File: src/hdl/rlsp_pkg.sv
package rlsp_pkg;

  localparam int CMD_W      = 2;
  localparam int ADDR_W     = 6;
  localparam int OP_W       = 3;
  localparam int PCT_W      = 7;
  localparam int MS_W       = 16;
  localparam int LEVEL_W    = 15;
  localparam int WORD_W     = 56;
  localparam int PROG_WORDS = 64;
  localparam int NUM_W      = 23;
  localparam int RES_MAX    = 64;
  localparam int RES_AW     = 6;
  localparam int RES_CNT_W  = 7;
  localparam int RES_W      = 3 * LEVEL_W;

  // program word layout
  localparam int W_R_LSB   = 3;
  localparam int W_G_LSB   = 10;
  localparam int W_B_LSB   = 17;
  localparam int W_DUR_LSB = 24;
  localparam int W_STP_LSB = 40;

  typedef enum logic [CMD_W-1:0] {
    CMD_WRITE = 2'd0,
    CMD_START = 2'd1,
    CMD_TICK  = 2'd2
  } cmd_code_t;

  typedef enum logic [OP_W-1:0] {
    OP_END   = 3'd0,
    OP_LOOP  = 3'd1,
    OP_SET   = 3'd2,
    OP_DELAY = 3'd3,
    OP_FADE  = 3'd4
  } op_t;

  typedef enum logic [1:0] {
    PUSH_WORD  = 2'd0,
    PUSH_HELD  = 2'd1,
    PUSH_LEVEL = 2'd2
  } push_src_t;

  typedef enum logic [3:0] {
    S_IDLE,
    S_RESUME,
    S_FETCH,
    S_DECODE,
    S_CNT_DIV,
    S_FP_MUL,
    S_FP_DIV,
    S_FP_WAIT,
    S_FP_NEXT,
    S_FINISH,
    S_DR_READ,
    S_DR_OUT
  } state_t;

  typedef struct packed {
    logic      prog_wr;
    logic      start_seq;
    logic      tick_dec;
    logic      fade_adv;
    logic      fade_finish;
    logic      seq_advance;
    logic      fetch;
    logic      do_loop;
    logic      load_held;
    logic      pc_inc;
    logic      set_wait_dur;
    logic      set_halt;
    logic      set_stop;
    logic      fade_latch;
    logic      cnt_load;
    logic      fp_mul;
    logic      div_start;
    logic      level_bypass;
    logic      level_div;
    logic      ch_inc;
    logic      set_wait_step;
    logic      push;
    push_src_t push_src;
    logic      rd_issue;
    logic      rd_adv;
  } ctrl_cmd_t;

  typedef struct packed {
    logic tick_hit;
    logic wait_one;
    logic fade_active;
    logic fade_more;
    logic guard_hit;
    op_t  op;
    logic dur_zero;
    logic stp_zero;
    logic div_done;
    logic bypass;
    logic ch_last;
    logic running;
    logic res_empty;
    logic drain_last;
  } dp_stat_t;

endpackage

File: src/hdl/rlsp_ctrl.sv
module rlsp_ctrl (
  input  logic                             clk,
  input  logic                             rst_n,
  input  logic                             in_valid,
  output logic                             in_ready,
  input  logic [rlsp_pkg::CMD_W-1:0]       in_command,
  output logic                             out_valid,
  input  logic                             out_ready,
  output rlsp_pkg::ctrl_cmd_t              cmd,
  input  rlsp_pkg::dp_stat_t               stat
);

  rlsp_pkg::state_t state_r;
  rlsp_pkg::state_t state_nxt;

  always_ff @(posedge clk) begin
    if (!rst_n) begin
      state_r <= rlsp_pkg::S_IDLE;
    end else begin
      state_r <= state_nxt;
    end
  end

  always_comb begin
    state_nxt = state_r;
    cmd       = '0;
    in_ready  = 1'b0;
    out_valid = 1'b0;
    case (state_r)
      rlsp_pkg::S_IDLE: begin
        in_ready = 1'b1;
        if (in_valid) begin
          case (rlsp_pkg::cmd_code_t'(in_command))
            rlsp_pkg::CMD_WRITE: cmd.prog_wr = 1'b1;
            rlsp_pkg::CMD_START: begin
              cmd.start_seq = 1'b1;
              state_nxt     = rlsp_pkg::S_FETCH;
            end
            rlsp_pkg::CMD_TICK: begin
              if (stat.tick_hit) begin
                cmd.tick_dec = 1'b1;
                if (stat.wait_one) begin
                  state_nxt = rlsp_pkg::S_RESUME;
                end
              end
            end
            default: ;
          endcase
        end
      end
      rlsp_pkg::S_RESUME: begin
        if (stat.fade_active) begin
          if (stat.fade_more) begin
            cmd.fade_adv = 1'b1;
            state_nxt    = rlsp_pkg::S_FP_MUL;
          end else begin
            cmd.fade_finish = 1'b1;
            cmd.seq_advance = 1'b1;
            state_nxt       = rlsp_pkg::S_FETCH;
          end
        end else begin
          cmd.seq_advance = 1'b1;
          state_nxt       = rlsp_pkg::S_FETCH;
        end
      end
      rlsp_pkg::S_FETCH: begin
        if (stat.guard_hit) begin
          cmd.set_halt = 1'b1;
          state_nxt    = rlsp_pkg::S_FINISH;
        end else begin
          cmd.fetch = 1'b1;
          state_nxt = rlsp_pkg::S_DECODE;
        end
      end
      rlsp_pkg::S_DECODE: begin
        state_nxt = rlsp_pkg::S_FETCH;
        case (stat.op)
          rlsp_pkg::OP_LOOP: cmd.do_loop = 1'b1;
          rlsp_pkg::OP_SET: begin
            cmd.load_held = 1'b1;
            cmd.push      = 1'b1;
            cmd.push_src  = rlsp_pkg::PUSH_WORD;
            cmd.pc_inc    = 1'b1;
          end
          rlsp_pkg::OP_DELAY: begin
            if (stat.dur_zero) begin
              cmd.pc_inc = 1'b1;
            end else begin
              cmd.set_wait_dur = 1'b1;
              state_nxt        = rlsp_pkg::S_FINISH;
            end
          end
          rlsp_pkg::OP_FADE: begin
            if (stat.stp_zero) begin
              cmd.load_held = 1'b1;
              cmd.push      = 1'b1;
              cmd.push_src  = rlsp_pkg::PUSH_WORD;
              cmd.pc_inc    = 1'b1;
            end else begin
              cmd.fade_latch = 1'b1;
              cmd.div_start  = 1'b1;
              state_nxt      = rlsp_pkg::S_CNT_DIV;
            end
          end
          default: begin
            // end and unknown opcodes stop the sequence
            cmd.set_stop = 1'b1;
            state_nxt    = rlsp_pkg::S_FINISH;
          end
        endcase
      end
      rlsp_pkg::S_CNT_DIV: begin
        if (stat.div_done) begin
          cmd.cnt_load = 1'b1;
          state_nxt    = rlsp_pkg::S_FP_MUL;
        end
      end
      rlsp_pkg::S_FP_MUL: begin
        cmd.fp_mul = 1'b1;
        state_nxt  = rlsp_pkg::S_FP_DIV;
      end
      rlsp_pkg::S_FP_DIV: begin
        if (stat.bypass) begin
          cmd.level_bypass = 1'b1;
          state_nxt        = rlsp_pkg::S_FP_NEXT;
        end else begin
          cmd.div_start = 1'b1;
          state_nxt     = rlsp_pkg::S_FP_WAIT;
        end
      end
      rlsp_pkg::S_FP_WAIT: begin
        if (stat.div_done) begin
          cmd.level_div = 1'b1;
          state_nxt     = rlsp_pkg::S_FP_NEXT;
        end
      end
      rlsp_pkg::S_FP_NEXT: begin
        if (stat.ch_last) begin
          cmd.push          = 1'b1;
          cmd.push_src      = rlsp_pkg::PUSH_LEVEL;
          cmd.set_wait_step = 1'b1;
          state_nxt         = rlsp_pkg::S_FINISH;
        end else begin
          cmd.ch_inc = 1'b1;
          state_nxt  = rlsp_pkg::S_FP_MUL;
        end
      end
      rlsp_pkg::S_FINISH: begin
        if (stat.res_empty && !stat.running) begin
          // stopped without a colour: report the held colour once
          cmd.push     = 1'b1;
          cmd.push_src = rlsp_pkg::PUSH_HELD;
          state_nxt    = rlsp_pkg::S_DR_READ;
        end else if (stat.res_empty) begin
          state_nxt = rlsp_pkg::S_IDLE;
        end else begin
          state_nxt = rlsp_pkg::S_DR_READ;
        end
      end
      rlsp_pkg::S_DR_READ: begin
        cmd.rd_issue = 1'b1;
        state_nxt    = rlsp_pkg::S_DR_OUT;
      end
      rlsp_pkg::S_DR_OUT: begin
        out_valid = 1'b1;
        if (out_ready) begin
          if (stat.drain_last) begin
            state_nxt = rlsp_pkg::S_IDLE;
          end else begin
            cmd.rd_adv = 1'b1;
            state_nxt  = rlsp_pkg::S_DR_READ;
          end
        end
      end
      default: state_nxt = rlsp_pkg::S_IDLE;
    endcase
  end

`ifndef SYNTHESIS
  a_out_has_data: assert property (@(posedge clk) disable iff (!rst_n)
    out_valid |-> !stat.res_empty)
    else $error("result offered from an empty buffer");

  a_no_input_while_busy: assert property (@(posedge clk) disable iff (!rst_n)
    in_ready |-> !out_valid && (state_r == rlsp_pkg::S_IDLE))
    else $error("input taken while an item is in progress");

  a_last_returns_idle: assert property (@(posedge clk) disable iff (!rst_n)
    out_valid && out_ready && stat.drain_last |=> state_r == rlsp_pkg::S_IDLE)
    else $error("engine did not return to idle after the last result");
`endif

endmodule

File: config.mk
export PLATFORM = sky130hd
export DESIGN_NAME = rlsp_ctrl
export DESIGN_NICKNAME = d
export VERILOG_FILES = /design/src/hdl/rlsp_pkg.sv /design/src/hdl/rlsp_ctrl.sv
export SDC_FILE = /design/constraint.sdc
export NUM_CORES = 1
export LEC_CHECK = 0
export BUFFER_PORTS_ARGS = -buffer_cell sky130_fd_sc_hd__buf_4
export CORE_MARGIN = 1
export CORE_UTILIZATION = 44
export DETAILED_ROUTE_END_ITERATION = 8
export PLACE_DENSITY = 0.78
export REMOVE_ABC_BUFFERS = 1
export SYNTH_ARGS = -nofsm -noshare
export SYNTH_HDL_FRONTEND = slang
export SYNTH_SLANG_ARGS = --single-unit
export TNS_END_PERCENT = 5
File: constraint.sdc
create_clock -name clk -period 1.7 [get_ports clk]
set_clock_uncertainty 0.15 [all_clocks]
set_input_delay 0.17 -clock clk [delete_from_list [all_inputs] [get_ports clk]]
set_output_delay 0.17 -clock clk [all_outputs]
set_load 0.02 [all_outputs]
==> flow_metrics.env <==
export IMPL_cts_root_buf="clkbuf_4"
export IMPL_worstHoldPathCells=3
export IMPL_reg2reg_from="state_r[0]"
export IMPL_die_area_um2=2143
export IMPL_reg2regPathDepth=6
export IMPL_hold_path_class="in2reg"
export IMPL_antennaDiodeCount=0
export IMPL_largest_vdd_supply_drop_mv=0.3579
export IMPL_dr_first_iter_drc_count=43
export IMPL_worst_ep_arrival_time_ns=1.83
export IMPL_grt_use_met3_pct=1.176
export IMPL_routed_wire_length_per_instance_um=17.40
export IMPL_global_route_hottest_layer="met2"
export IMPL_finalNetCount=216
export IMPL_place_gp_congestion=0.9640
export IMPL_power_per_cell_area_nw_per_um2=430.5
export IMPL_port_buffer_count=49
export IMPL_cell_count_after_synthesis=113
export IMPL_synth_cell_types=50
export IMPL_yosys_most_used_dff="dfxtp_1"
export IMPL_synth_largest_type_area_fraction_pct=9.275
export IMPL_yosysSeqAreaShare_pct=9.275
export IMPL_drt_antenna_violating_nets=0
export IMPL_hold_viol_final=0
export IMPL_floorplan_die_width_um=46.30
export IMPL_setup_worst_path_end_class="register"
export IMPL_crit_path_max_fanout=6
export IMPL_syn_area_um2=863.3
export IMPL_grt_util_all_layers_pct=30.01
export IMPL_hpwlAfterDp_um=2272
export IMPL_drv_max_cap_violation_count=0
export IMPL_yosysWarnings=0
export IMPL_p_leak_nw=0.7556
export IMPL_grt_first_pass_wirelength_um=4560
export IMPL_hold_slack_ns=0.04192
export IMPL_synth_avg_cell_area_um2=7.640
export IMPL_clock_tree_sinks=4
export IMPL_first_pass_iters=4
export IMPL_min_period_over_period_pct=108.3
export IMPL_drv_slew=0
export IMPL_num_fill_cells=75
export IMPL_core_um2=1783
export IMPL_average_via_count_per_standard_cell=5.939
export IMPL_met1_usage_pct=36.92
export IMPL_num_vias=1271
export IMPL_max_flop_register="state_r"
export IMPL_worst_r2r_endpoint="state_r[2]"
export IMPL_cts_max_path_bufs=2
export IMPL_layout_top_registers="state_r (4)"
export IMPL_chipHeight_um=46.30
export IMPL_report_final_setup_viol=19
export IMPL_hold_path_startpoint="rst_n"
export IMPL_fmax_ghz=0.5429
export IMPL_criticalPathCategory="reg2reg"
export IMPL_critPathRequiredTime_ns=1.69
export IMPL_met2_track_usage_gr_pct=54.37
export IMPL_cts_htree_levels=1
export IMPL_place_ws_ns=-0.07915
export IMPL_io_pins=50
export IMPL_cts_hold_buffers_added=0
export IMPL_post_synth_top_area_cell="dfxtp_1"
export IMPL_most_common_layout_cells="buf_4 (67), buf_6 (13), nand2_1 (11), and3_1 (6)"
export IMPL_synth_seq_cells=4
export IMPL_rrSetupSlack_ns=-0.14
export IMPL_synth_enable_flop_cells=0
export IMPL_largest_register_ff_count=4
export IMPL_numCtsBuffers=3
export IMPL_timing_final_crit_period_ns=1.842
export IMPL_area_growth_pct=87.83
export IMPL_pin_count_of_the_biggest_net_entering_global_routing=13
export IMPL_floorplan_initialDensity_pct=48.42
export IMPL_failing_checks="setup timing"
export IMPL_clock_tree_from_tritoncts="built"
export IMPL_grt_ovfl_total=0
export IMPL_number_of_antenna_violations_at_the_first_check_in_global_routing=0
export IMPL_insertion_delay_ns=0.25
export IMPL_wl_um=3723
export IMPL_slew_headroom_pct=71.83
export IMPL_layout_cells_most_common="buf_4"
export IMPL_outcome="finished with violations"
export IMPL_drc=0
export IMPL_rsz0062_at_grt="yes"
export IMPL_synth_area_leaders="dfxtp_1 (9.3%), buf_6 (5.2%), nand2_1 (5.2%)"
export IMPL_final_setup_worst_slack_ns=-0.1419
export IMPL_placement_rows=15
export IMPL_layout_drive_gt1_share_pct=57.67
export IMPL_critical_path_start_type="register"
export IMPL_cts_reportedPaths_clkPinSlew_ns=0.04
export IMPL_transition_time_at_the_pin_with_the_least_slew_margin_ns=0.4200
export IMPL_endpoint_worst_hold="state_r[2]"
export IMPL_first_global_vias=1055
export IMPL_synthArstFlopShare_pct=0
## cells by family (layout without fill, tap and decap cells)
logic type,count (synthesis),after routing,synth area share (%)
buf+inv,14,90,10.72
flops,4,4,9.276
fa+ha+maj,3,3,4.348
compound gates,28,28,25.36
xor+xnor,2,2,2.029
simple gates,62,62,48.26
## stage by stage
stage | std cells | total power (W) | util, % | setup TNS, ns | cell area (µm²)
after floorplan | 105 | 0.0002840 | - | -2.264 | 793.3
after global placement | 202 | 0.0004612 | 76.56 | -0.03214 | 1365
after detailed placement | 202 | 0.0004692 | 76.56 | -0.2573 | 1365
after CTS | 209 | 0.0006303 | 83.72 | -1.007 | 1493
after global routing | 214 | 0.0007383 | 90.95 | -2.724 | 1622
final | 214 | 0.0006981 | 90.95 | -1.485 | 1622
## timing repair
action                     in CTS  in global routing
setup endpoints to repair      30                 28
hold endpoints to repair        0                  0
pin swaps                       6                  4
setup buffers                   4                  5
gates resized for setup        21                 22
## worst max path at each step
| stage | startpoint | end | slack, ns | cells past startpoint |
|---|---|---|---|---|
| after CTS | state_r[0] | cmd[4] | -0.15 | 5 |
| after global placement | state_r[2] | state_r[1] | -0.02 | 5 |
| final | state_r[0] | state_r[2] | -0.14 | 6 |
| after floorplan | state_r[1] | cmd[4] | -0.42 | 3 |
| after global routing | state_r[0] | state_r[0] | -0.18 | 9 |
| after detailed placement | state_r[1] | state_r[1] | -0.08 | 6 |
## layout make-up
cell class | instances | area, µm² | area share [%]
repair buffers | 81 | 664.4 | 40.97
clock buffers | 3 | 22.52 | 1.389
multi-input cells | 95 | 785.8 | 48.46
inverters | 6 | 22.52 | 1.389
flip-flops and latches | 4 | 95.09 | 5.864
well taps | 25 | 31.28 | 1.929
## synthesized netlist by cell type, types with 2 or more instances
master    number
a31oi_1        2
a311oi_1       2
a21boi_0       2
nor2_1         7
nand2_1       12
nor3b_1        3
or3_1          2
inv_1          6
nor3_1         3
nor2b_1        7
buf_4          2
nand3b_1       2
ha_1           3
and3_1         6
o211ai_1       2
and4_1         2
nand3_1        2
a211oi_1       2
buf_6          4
or4b_1         2
buf_2          2
nand2b_1       3
dfxtp_1        4
a21oi_1        5
## where the power goes
part | switching (W) | internal, W | leakage [nW]
combinational | 0.000216 | 0.000228 | 0.706
sequential | 0.0000254 | 0.000102 | 0.0355
clock | 0.0000475 | 0.0000796 | 0.0138
## routing by layer
layer  share of wire (%)  vias up
met5                   0        -
met4                 2.1        0
met3                 7.3       14
met2                  53       83
met1                  38      592
li1                    -      582
## worst max-delay path: stages (launching register included)
cell and delay (ns):
dfxtp_4 0.36, buf_6 0.13, buf_4 0.13, or4b_4 0.52
a21oi_2 0.15, a211oi_1 0.08, o31ai_2 0.22
(Power assumes the default switching activity.)
